## src/rtl/core/bfw_pkg.sv

```systemverilog
`timescale 1ns / 1ps
`default_nettype none
// ----------------------------------------------------------------------------
// bfw_pkg
// Shared widths, register indexes and item types for the border fade block.
// ----------------------------------------------------------------------------
package bfw_pkg;

  localparam int IDX_W      = 12;           // row / column index and band width
  localparam int EXT_W      = 13;           // frame extent
  localparam int PIX_W      = 8;
  localparam int QUO_W      = PIX_W + 1;    // quotient never exceeds 256
  localparam int REM_W      = IDX_W + PIX_W; // weight * (256 - p) fits here
  localparam int CFG_IDX_W  = 2;
  localparam int CFG_DATA_W = 13;

  localparam logic [CFG_IDX_W-1:0] CFG_FADE_WIDTH   = 2'd0;
  localparam logic [CFG_IDX_W-1:0] CFG_IMAGE_HEIGHT = 2'd1;
  localparam logic [CFG_IDX_W-1:0] CFG_IMAGE_WIDTH  = 2'd2;

  localparam logic [EXT_W-1:0] IMAGE_HEIGHT_RST = 13'd480;
  localparam logic [EXT_W-1:0] IMAGE_WIDTH_RST  = 13'd640;

  // per-axis result of classification: in a band, and the weight n - d
  typedef struct packed {
    logic             band;
    logic [IDX_W-1:0] weight;
  } job_t;

  typedef struct packed {
    logic [PIX_W-1:0] pix;
    job_t             row;
    job_t             col;
  } entry_t;

endpackage

`default_nettype wire

```

## src/rtl/core/bfw_front.sv

```systemverilog
`timescale 1ns / 1ps
`default_nettype none
// ----------------------------------------------------------------------------
// bfw_front
// Accepts pixels and classifies row and column against the border bands.
// ----------------------------------------------------------------------------
module bfw_front (
  input  wire logic                       clk,
  input  wire logic                       rst_n,
  input  wire logic                       start,
  output logic                            busy,
  input  wire logic [bfw_pkg::IDX_W-1:0]  row_index,
  input  wire logic [bfw_pkg::IDX_W-1:0]  col_index,
  input  wire logic [bfw_pkg::PIX_W-1:0]  pixel_in,
  input  wire logic [bfw_pkg::IDX_W-1:0]  fade_width,
  input  wire logic [bfw_pkg::EXT_W-1:0]  image_height,
  input  wire logic [bfw_pkg::EXT_W-1:0]  image_width,
  output logic                            push_vld,
  output bfw_pkg::entry_t                 push_entry,
  input  wire logic                       push_rdy
);
  import bfw_pkg::*;

  logic   vld_r;
  entry_t entry_r;
  entry_t entry_nxt;
  logic   acc;

  function automatic job_t classify(input logic [IDX_W-1:0] x,
                                    input logic [EXT_W-1:0] ext,
                                    input logic [IDX_W-1:0] n);
    job_t             j;
    logic             near;
    logic             far;
    logic [EXT_W-1:0] d;
    begin
      near = (x < n);
      // x >= ext - n, done without going negative
      far  = (({2'b00, x} + {2'b00, n}) >= {1'b0, ext});
      if ({1'b0, x} >= ext) begin
        d = '0;
      end else begin
        d = ext - EXT_W'(1) - {1'b0, x};
      end
      j.band = (n != '0) && (near || far);
      if (near) begin
        j.weight = n - x;
      end else begin
        j.weight = n - d[IDX_W-1:0];
      end
      return j;
    end
  endfunction

  assign busy = vld_r && !push_rdy;
  assign acc  = start && !busy;

  always_comb begin
    entry_nxt.pix = pixel_in;
    entry_nxt.row = classify(row_index, image_height, fade_width);
    entry_nxt.col = classify(col_index, image_width, fade_width);
  end

  always_ff @(posedge clk) begin
    if (!rst_n) begin
      vld_r <= 1'b0;
    end else if (!vld_r || push_rdy) begin
      vld_r <= acc;
    end
  end

  always_ff @(posedge clk) begin
    if (acc) begin
      entry_r <= entry_nxt;
    end
  end

  assign push_vld   = vld_r;
  assign push_entry = entry_r;

endmodule

`default_nettype wire

```

## src/rtl/core/bfw_queue.sv

```systemverilog
`timescale 1ns / 1ps
`default_nettype none
// ----------------------------------------------------------------------------
// bfw_queue
// Short queue between classification and the fade datapath.
// ----------------------------------------------------------------------------
module bfw_queue (
  input  wire logic             clk,
  input  wire logic             rst_n,
  input  wire logic             push_vld,
  input  wire bfw_pkg::entry_t  push_entry,
  output logic                  push_rdy,
  output logic                  pop_vld,
  output bfw_pkg::entry_t       pop_entry
);
  import bfw_pkg::*;

  localparam int DEPTH = 4;
  localparam int PTR_W = $clog2(DEPTH);

  entry_t               slot_r [DEPTH];
  logic [PTR_W-1:0]     wr_ptr_r;
  logic [PTR_W-1:0]     rd_ptr_r;
  logic [PTR_W:0]       cnt_r;
  logic [PTR_W:0]       cnt_nxt;
  logic                 push;
  logic                 pop;

  // the datapath never stalls, so the head beat leaves every cycle
  assign pop      = (cnt_r != '0);
  assign push_rdy = (cnt_r != (PTR_W+1)'(DEPTH)) || pop;
  assign push     = push_vld && push_rdy;

  always_comb begin
    cnt_nxt = cnt_r;
    case ({push, pop})
      2'b10:   cnt_nxt = cnt_r + 1'b1;
      2'b01:   cnt_nxt = cnt_r - 1'b1;
      default: cnt_nxt = cnt_r;
    endcase
  end

  always_ff @(posedge clk) begin
    if (!rst_n) begin
      wr_ptr_r <= '0;
      rd_ptr_r <= '0;
      cnt_r    <= '0;
    end else begin
      if (push) begin
        wr_ptr_r <= wr_ptr_r + 1'b1;
      end
      if (pop) begin
        rd_ptr_r <= rd_ptr_r + 1'b1;
      end
      cnt_r <= cnt_nxt;
    end
  end

  always_ff @(posedge clk) begin
    if (push) begin
      slot_r[wr_ptr_r] <= push_entry;
    end
  end

  assign pop_vld   = pop;
  assign pop_entry = slot_r[rd_ptr_r];

endmodule

`default_nettype wire

```

## src/rtl/core/bfw_back.sv

```systemverilog
`timescale 1ns / 1ps
`default_nettype none
// ----------------------------------------------------------------------------
// bfw_back
// Fade datapath: weight multiply, three-step divide stages, saturating add,
// vertical axis first, then horizontal.
// ----------------------------------------------------------------------------
module bfw_back (
  input  wire logic                       clk,
  input  wire logic                       rst_n,
  input  wire logic                       in_vld,
  input  wire bfw_pkg::entry_t            in_entry,
  input  wire logic [bfw_pkg::IDX_W-1:0]  fade_width,
  output logic                            out_vld,
  output logic [bfw_pkg::PIX_W-1:0]       out_pix
);
  import bfw_pkg::*;

  localparam int NSTG = 8;

  typedef struct packed {
    logic             vld;
    logic [PIX_W-1:0] pix;
    logic [REM_W-1:0] rem;
    logic [QUO_W-1:0] quo;
    logic             band;
    job_t             col;
  } pipe_t;

  pipe_t            st_r   [NSTG];
  pipe_t            st_nxt [NSTG];
  logic [REM_W:0]   prod_v;
  logic [REM_W:0]   prod_h;
  logic [PIX_W-1:0] mid_pix;
  logic [PIX_W-1:0] fin_pix;
  logic             out_vld_r;
  logic [PIX_W-1:0] out_pix_r;

  // three restoring-division steps; quotient bits top .. top-2
  function automatic logic [REM_W+QUO_W-1:0] div3(input logic [REM_W-1:0] rem_in,
                                                  input logic [QUO_W-1:0] quo_in,
                                                  input logic [IDX_W-1:0] n,
                                                  input int               top);
    logic [REM_W-1:0] rem;
    logic [QUO_W-1:0] quo;
    logic [REM_W-1:0] sh;
    begin
      rem = rem_in;
      quo = quo_in;
      for (int j = 0; j < 3; j++) begin
        sh = REM_W'({{PIX_W{1'b0}}, n} << (top - j));
        if (rem >= sh) begin
          rem = rem - sh;
          quo = quo | (QUO_W'(1) << (top - j));
        end
      end
      return {rem, quo};
    end
  endfunction

  // p + quotient is at most 256
  function automatic logic [PIX_W-1:0] sat_add(input logic [PIX_W-1:0] p,
                                               input logic [QUO_W-1:0] q);
    logic [QUO_W-1:0] s;
    begin
      s = {1'b0, p} + q;
      return s[PIX_W] ? {PIX_W{1'b1}} : s[PIX_W-1:0];
    end
  endfunction

  function automatic logic [REM_W:0] weigh(input logic [IDX_W-1:0] w,
                                           input logic [PIX_W-1:0] p);
    logic [QUO_W-1:0] inv;
    begin
      inv = QUO_W'(256) - {1'b0, p};
      return (REM_W+1)'(w) * (REM_W+1)'(inv);
    end
  endfunction

  assign mid_pix = st_r[3].band ? sat_add(st_r[3].pix, st_r[3].quo) : st_r[3].pix;
  assign fin_pix = st_r[7].band ? sat_add(st_r[7].pix, st_r[7].quo) : st_r[7].pix;
  assign prod_v  = weigh(in_entry.row.weight, in_entry.pix);
  assign prod_h  = weigh(st_r[3].col.weight, mid_pix);

  always_comb begin
    // vertical weight product
    st_nxt[0].vld  = in_vld;
    st_nxt[0].pix  = in_entry.pix;
    st_nxt[0].rem  = prod_v[REM_W-1:0];
    st_nxt[0].quo  = '0;
    st_nxt[0].band = in_entry.row.band;
    st_nxt[0].col  = in_entry.col;
    for (int k = 1; k < 4; k++) begin
      st_nxt[k] = st_r[k-1];
      {st_nxt[k].rem, st_nxt[k].quo} =
        div3(st_r[k-1].rem, st_r[k-1].quo, fade_width, QUO_W - 1 - 3 * (k - 1));
    end
    // vertical result, then horizontal weight product
    st_nxt[4].vld  = st_r[3].vld;
    st_nxt[4].pix  = mid_pix;
    st_nxt[4].rem  = prod_h[REM_W-1:0];
    st_nxt[4].quo  = '0;
    st_nxt[4].band = st_r[3].col.band;
    st_nxt[4].col  = st_r[3].col;
    for (int k = 5; k < NSTG; k++) begin
      st_nxt[k] = st_r[k-1];
      {st_nxt[k].rem, st_nxt[k].quo} =
        div3(st_r[k-1].rem, st_r[k-1].quo, fade_width, QUO_W - 1 - 3 * (k - 5));
    end
  end

  always_ff @(posedge clk) begin
    out_pix_r <= fin_pix;
    if (!rst_n) begin
      for (int k = 0; k < NSTG; k++) begin
        st_r[k] <= '0;
      end
      out_vld_r <= 1'b0;
    end else begin
      for (int k = 0; k < NSTG; k++) begin
        st_r[k] <= st_nxt[k];
      end
      out_vld_r <= st_r[NSTG-1].vld;
    end
  end

  assign out_vld = out_vld_r;
  assign out_pix = out_pix_r;

endmodule

`default_nettype wire

```

## src/rtl/core/border_fade_to_white.sv

```systemverilog
`timescale 1ns / 1ps
`default_nettype none
// ----------------------------------------------------------------------------
// border_fade_to_white
// Fades grayscale pixels linearly toward white inside a border band,
// vertical band first, then horizontal band, saturated at 255.
// ----------------------------------------------------------------------------
//  channel   ports                                        handshake
//  input     in_row_index, in_col_index, in_pixel_in      start && !busy
//  result    out_pixel_out                                out_valid strobe
//  config    cfg_index, cfg_data                          cfg_we
//
//  one pixel per clock; a taken beat passes through the classify register,
//  the queue slot, then 8 datapath stages (two multiplies, six three-bit
//  divide stages) and the output register
//  reset is synchronous and empties the pipeline and queue; config resets to
//  fade width 0, 480 rows, 640 columns
//  the datapath never stalls, so busy only rises if the queue were full
// ----------------------------------------------------------------------------
module border_fade_to_white (
  input  wire logic                            clk,
  input  wire logic                            rst_n,
  input  wire logic                            start,
  output logic                                 busy,
  input  wire logic [bfw_pkg::IDX_W-1:0]       in_row_index,
  input  wire logic [bfw_pkg::IDX_W-1:0]       in_col_index,
  input  wire logic [bfw_pkg::PIX_W-1:0]       in_pixel_in,
  output logic                                 out_valid,
  output logic [bfw_pkg::PIX_W-1:0]            out_pixel_out,
  input  wire logic                            cfg_we,
  input  wire logic [bfw_pkg::CFG_IDX_W-1:0]   cfg_index,
  input  wire logic [bfw_pkg::CFG_DATA_W-1:0]  cfg_data
);
  import bfw_pkg::*;

  localparam int LATENCY = 11;

  logic [IDX_W-1:0] fade_width_r;
  logic [EXT_W-1:0] image_height_r;
  logic [EXT_W-1:0] image_width_r;
  logic             push_vld;
  entry_t           push_entry;
  logic             push_rdy;
  logic             pop_vld;
  entry_t           pop_entry;
  logic             in_acc;

  always_ff @(posedge clk) begin
    if (!rst_n) begin
      fade_width_r   <= '0;
      image_height_r <= IMAGE_HEIGHT_RST;
      image_width_r  <= IMAGE_WIDTH_RST;
    end else if (cfg_we) begin
      unique case (cfg_index)
        CFG_FADE_WIDTH:   fade_width_r   <= cfg_data[IDX_W-1:0];
        CFG_IMAGE_HEIGHT: image_height_r <= cfg_data[EXT_W-1:0];
        CFG_IMAGE_WIDTH:  image_width_r  <= cfg_data[EXT_W-1:0];
        default: ;
      endcase
    end
  end

  bfw_front u_front (
    .clk          (clk),
    .rst_n        (rst_n),
    .start        (start),
    .busy         (busy),
    .row_index    (in_row_index),
    .col_index    (in_col_index),
    .pixel_in     (in_pixel_in),
    .fade_width   (fade_width_r),
    .image_height (image_height_r),
    .image_width  (image_width_r),
    .push_vld     (push_vld),
    .push_entry   (push_entry),
    .push_rdy     (push_rdy)
  );

  bfw_queue u_queue (
    .clk        (clk),
    .rst_n      (rst_n),
    .push_vld   (push_vld),
    .push_entry (push_entry),
    .push_rdy   (push_rdy),
    .pop_vld    (pop_vld),
    .pop_entry  (pop_entry)
  );

  bfw_back u_back (
    .clk        (clk),
    .rst_n      (rst_n),
    .in_vld     (pop_vld),
    .in_entry   (pop_entry),
    .fade_width (fade_width_r),
    .out_vld    (out_valid),
    .out_pix    (out_pixel_out)
  );

  assign in_acc = start && !busy;

  // every taken beat comes out after the fixed latency
  a_fixed_latency: assert property (@(posedge clk) disable iff (!rst_n)
    in_acc |-> ##LATENCY out_valid)
    else $error("result missing after fixed latency");

  // no result without a beat taken the fixed latency earlier
  a_no_phantom: assert property (@(posedge clk) disable iff (!rst_n)
    out_valid |-> $past(in_acc, LATENCY))
    else $error("result without matching input beat");

  // the queue drains every cycle, so the front never holds off
  a_never_busy: assert property (@(posedge clk) disable iff (!rst_n)
    !busy)
    else $error("front stalled on full queue");

endmodule

`default_nettype wire

```

## config.mk

```make
export PLATFORM = sky130hd
export DESIGN_NAME = border_fade_to_white
export DESIGN_NICKNAME = d
export VERILOG_FILES = /design/src/rtl/core/bfw_pkg.sv /design/src/rtl/core/bfw_front.sv /design/src/rtl/core/bfw_queue.sv /design/src/rtl/core/bfw_back.sv /design/src/rtl/core/border_fade_to_white.sv
export SDC_FILE = /design/constraint.sdc
export NUM_CORES = 2
export LEC_CHECK = 0
export BUFFER_PORTS_ARGS = -buffer_cell sky130_fd_sc_hd__clkbuf_2
export CAP_MARGIN = 20
export CORE_UTILIZATION = 60
export CTS_BUF_LIST = sky130_fd_sc_hd__clkbuf_4 sky130_fd_sc_hd__clkbuf_8 sky130_fd_sc_hd__clkbuf_16
export DETAILED_ROUTE_END_ITERATION = 12
export PLACE_DENSITY = 0.76
export SYNTH_ARGS = -nofsm -noshare
export SYNTH_HDL_FRONTEND = slang
export SYNTH_HIERARCHICAL = 1
export SYNTH_SLANG_ARGS = --single-unit
```

## constraint.sdc

```tcl
create_clock -name clk -period 13.1 [get_ports clk]
set_clock_uncertainty 0.05 [all_clocks]
set_input_delay 2.62 -clock clk [delete_from_list [all_inputs] [get_ports clk]]
set_output_delay 2.62 -clock clk [all_outputs]
set_load 0.01 [all_outputs]
```

==> summary.json <==
{
  "dr.first_iter.drc_count": 1970,
  "floorplan_die_height_um": 264.3,
  "ys_warn_count": 6,
  "grt_antenna_before_repair": 0,
  "ctsHtreeMaxLevel": 2,
  "tritoncts_clock_tree": "yes",
  "grt_use_total_pct": 27.32,
  "num_vias": 31680,
  "worst_path_dominant_cell_family": "compound AO/OA/AOI/OAI gates",
  "post_cts_hold_buffer_count": 0,
  "timing.hold.worst_path_depth": 1,
  "area_growth_pct": 7.083,
  "chipWidth_um": 264.3,
  "detail_route.wirelength.met1_um": 41210,
  "rr_endpoint": "u_back/st_r[1][73]$_SDFF_PN0_",
  "report.final.slew_viol_count": 0,
  "final_antenna_net_count": 0,
  "fp-row-count": 95,
  "rsz0062_at_grt": "false",
  "wl_met3_um": 3939,
  "worst-endpoint-arrival_ns": 9.64,
  "layout-drive-gt1-share_pct": 8.506,
  "clockRootBuffer": "sky130_fd_sc_hd__clkbuf_16",
  "drcViolationCount": 0,
  "clkSinkCount": 515,
  "grt_first_pass_wirelength_um": 155500,
  "routed_wire_length_per_instance_um": 17.68,
  "timing.rr.start": "fade_width_r[1]$_SDFFE_PN0P_",
  "reg2reg_slack_ns": 3.93,
  "insertion_delay_ns": 0.64,
  "placer_congestion_estimate": 0.8992,
  "placeableCoreArea_mm2": 0.06763,
  "number_of_global_route_vias_before_repair": 30830,
  "post-cts-setup-buffer-count": 0,
  "layout_common_cells": "sky130_fd_sc_hd__ha_1, sky130_fd_sc_hd__nand2_1, sky130_fd_sc_hd__inv_1, sky130_fd_sc_hd__dfxtp_1, sky130_fd_sc_hd__nor2_1",
  "start_util_pct": 61.04,
  "synth.cell_area_mm2": 0.04128,
  "timing.critical_path.slowest_stage_cell": "sky130_fd_sc_hd__nand3b_1",
  "average_footprint_of_a_synthesized_cell_um2": 9.230,
  "grt_start_max_net_pins": 125,
  "path_buf_inv": 4,
  "pre_cts_slack_ns": 4.065,
  "worst_slew_pin_slew_ns": 1.052,
  "endpoint_worst_hold": "u_back/st_r[0][195]$_SDFF_PN0_",
  "clk_pin_slew_worst_paths_ns": 0.06,
  "syn-num-nets": 5150,
  "design.portCount": 61,
  "dr.max_layer_used": "met4",
  "fp.dieArea_mm2": 0.06986,
  "setup.worst_path.class": "register to register",
  "critical_path.endpoint_type": "register",
  "min_period_ns": 9.167,
  "synthArstFlopShare_pct": 0,
  "timing.reg2reg.worst_path_depth": 32,
  "count_of_state_elements_after_synthesis": 515,
  "postCtsResizedCells": 0,
  "grt.overflow.total": 0,
  "finalHoldViolCount": 0,
  "max_freq_mhz": 109.1,
  "n_antenna_cell": 0,
  "cap_viol_max_count": 0,
  "post_synth_cell_types": 118,
  "layout.core_utilization_pct": 65.36,
  "synth_edf_count": 170,
  "setup_viol": 0,
  "met2_wirelength_um": 46530,
  "hpwl_um": 71070,
  "total_wirelength_um": 95650,
  "finalSetupTns_ns": 0,
  "detail_route.vias_per_cell": 5.855,
  "worstSetupStartpointType": "register",
  "drt_pass1_iterations": 6,
  "max-slew-margin-rel_pct": 29.70,
  "min_path_type": "register to register",
  "worstPathMaxFanout": 28,
  "synthFlopType": "sky130_fd_sc_hd__dfxtp_1",
  "layout.cells.most_common": "sky130_fd_sc_hd__ha_1",
  "worstHoldStart": "u_back/st_r[0][143]$_SDFF_PN0_",
  "period_utilisation_layout_pct": 69.98,
  "portBuffers": 59,
  "num-fill-cells": 5346,
  "required_time_of_the_critical_path_ns": 13.58,
  "finalNetCount": 5172,
  "clk_path_buf_depth": 3,
  "run_status": "completed",
  "timing.final.ws_setup_ns": 3.933,
  "cpPeakStageDelay_ns": 0.59,
  "synthesis.instances": 4473,
  "cts_buffers": 53,
  "yosysSeqAreaShare_pct": 29.09
}
## cell families after synthesis
family / Yosys count / share of synthesized area [%]
AO/OA/AOI/OAI: 911 / 14.54
XOR/XNOR: 273 / 5.792
adder cells (fa/ha/maj): 626 / 22.01
buffers and inverters: 513 / 5.107
flip-flops: 515 / 29.09
multiplexers: 156 / 4.995
other: 1 / 0.009083
AND/OR/NAND/NOR: 1478 / 18.46
## state kept, by name, indices dropped and copies added, names as in the netlist, named ones only
signal              flops
u_queue/wr_ptr_r        2
fade_width_r           12
u_back/st_r           288
u_front/push_entry     34
image_width_r          13
u_queue/slot_r        136
u_front/push_vld        1
image_height_r         13
u_queue/cnt_r           3
u_queue/rd_ptr_r        2
u_back/out_vld          1
u_back/out_pix          8
## worst max-delay path by stage
stage,startpoint,slack (ns),endpoint,cells past startpoint
final,fade_width_r[1]$_SDFFE_PN0P_,3.93,u_back/st_r[1][73]$_SDFF_PN0_,32
after global routing,fade_width_r[1]$_SDFFE_PN0P_,3.20,u_back/st_r[1][73]$_SDFF_PN0_,33
after CTS,fade_width_r[1]$_SDFFE_PN0P_,3.96,u_back/st_r[1][73]$_SDFF_PN0_,32
after detailed placement,fade_width_r[1]$_SDFFE_PN0P_,4.06,u_back/st_r[1][73]$_SDFF_PN0_,32
after global placement,u_back/st_r[0][190]$_SDFF_PN0_,3.97,u_back/st_r[1][32]$_SDFF_PN0_,35
after floorplan,fade_width_r[1]$_SDFFE_PN0P_,4.77,u_back/st_r[1][63]$_SDFF_PN0_,33
## stage by stage
step | instances | hold slack, ns | instance area (µm²)
global route | 5411 | 0.3861 | 44210
global placement | 5310 | 0.3633 | 42330
floorplan | 4473 | 0.3619 | 41280
finish | 5411 | 0.3648 | 44210
CTS | 5409 | 0.3769 | 44190
detailed placement | 5311 | 0.3669 | 42340
## layout make-up
cell class	count	area (µm²)	area share, %
clock buffer	64	1434	3.243
sequential	515	12010	27.17
timing repair buffer	105	656.9	1.486
inverter	375	1408	3.184
clock inverter	34	412.9	0.9340
multi-input combinational	3445	27190	61.51
tap	873	1092	2.471
## cells in the mapped netlist (all sizes together), types with 111 or more instances
cell type | count | area share (%)
ha | 459 | 14
nand2 | 398 | 3.6
inv | 374 | 3.4
dfxtp | 345 | 17
nor2 | 311 | 2.9
and2 | 295 | 4.5
a21oi | 294 | 3.7
o21ai | 190 | 2.3
xnor2 | 184 | 3.9
edfxtp | 170 | 12
fa | 167 | 8.1
a21o | 111 | 2.0
## per-layer routing
layer  vias to the layer above  track usage, %
met1                     15050           34.52
met3                       203           2.610
met4                         0           11.63
met5                         -               0
met2                       789           47.56
li1                      15640               -
Power is left out: the tool's default activity adds up to more than one toggle a clock period on the data nets, which glitch-free logic cannot reach.
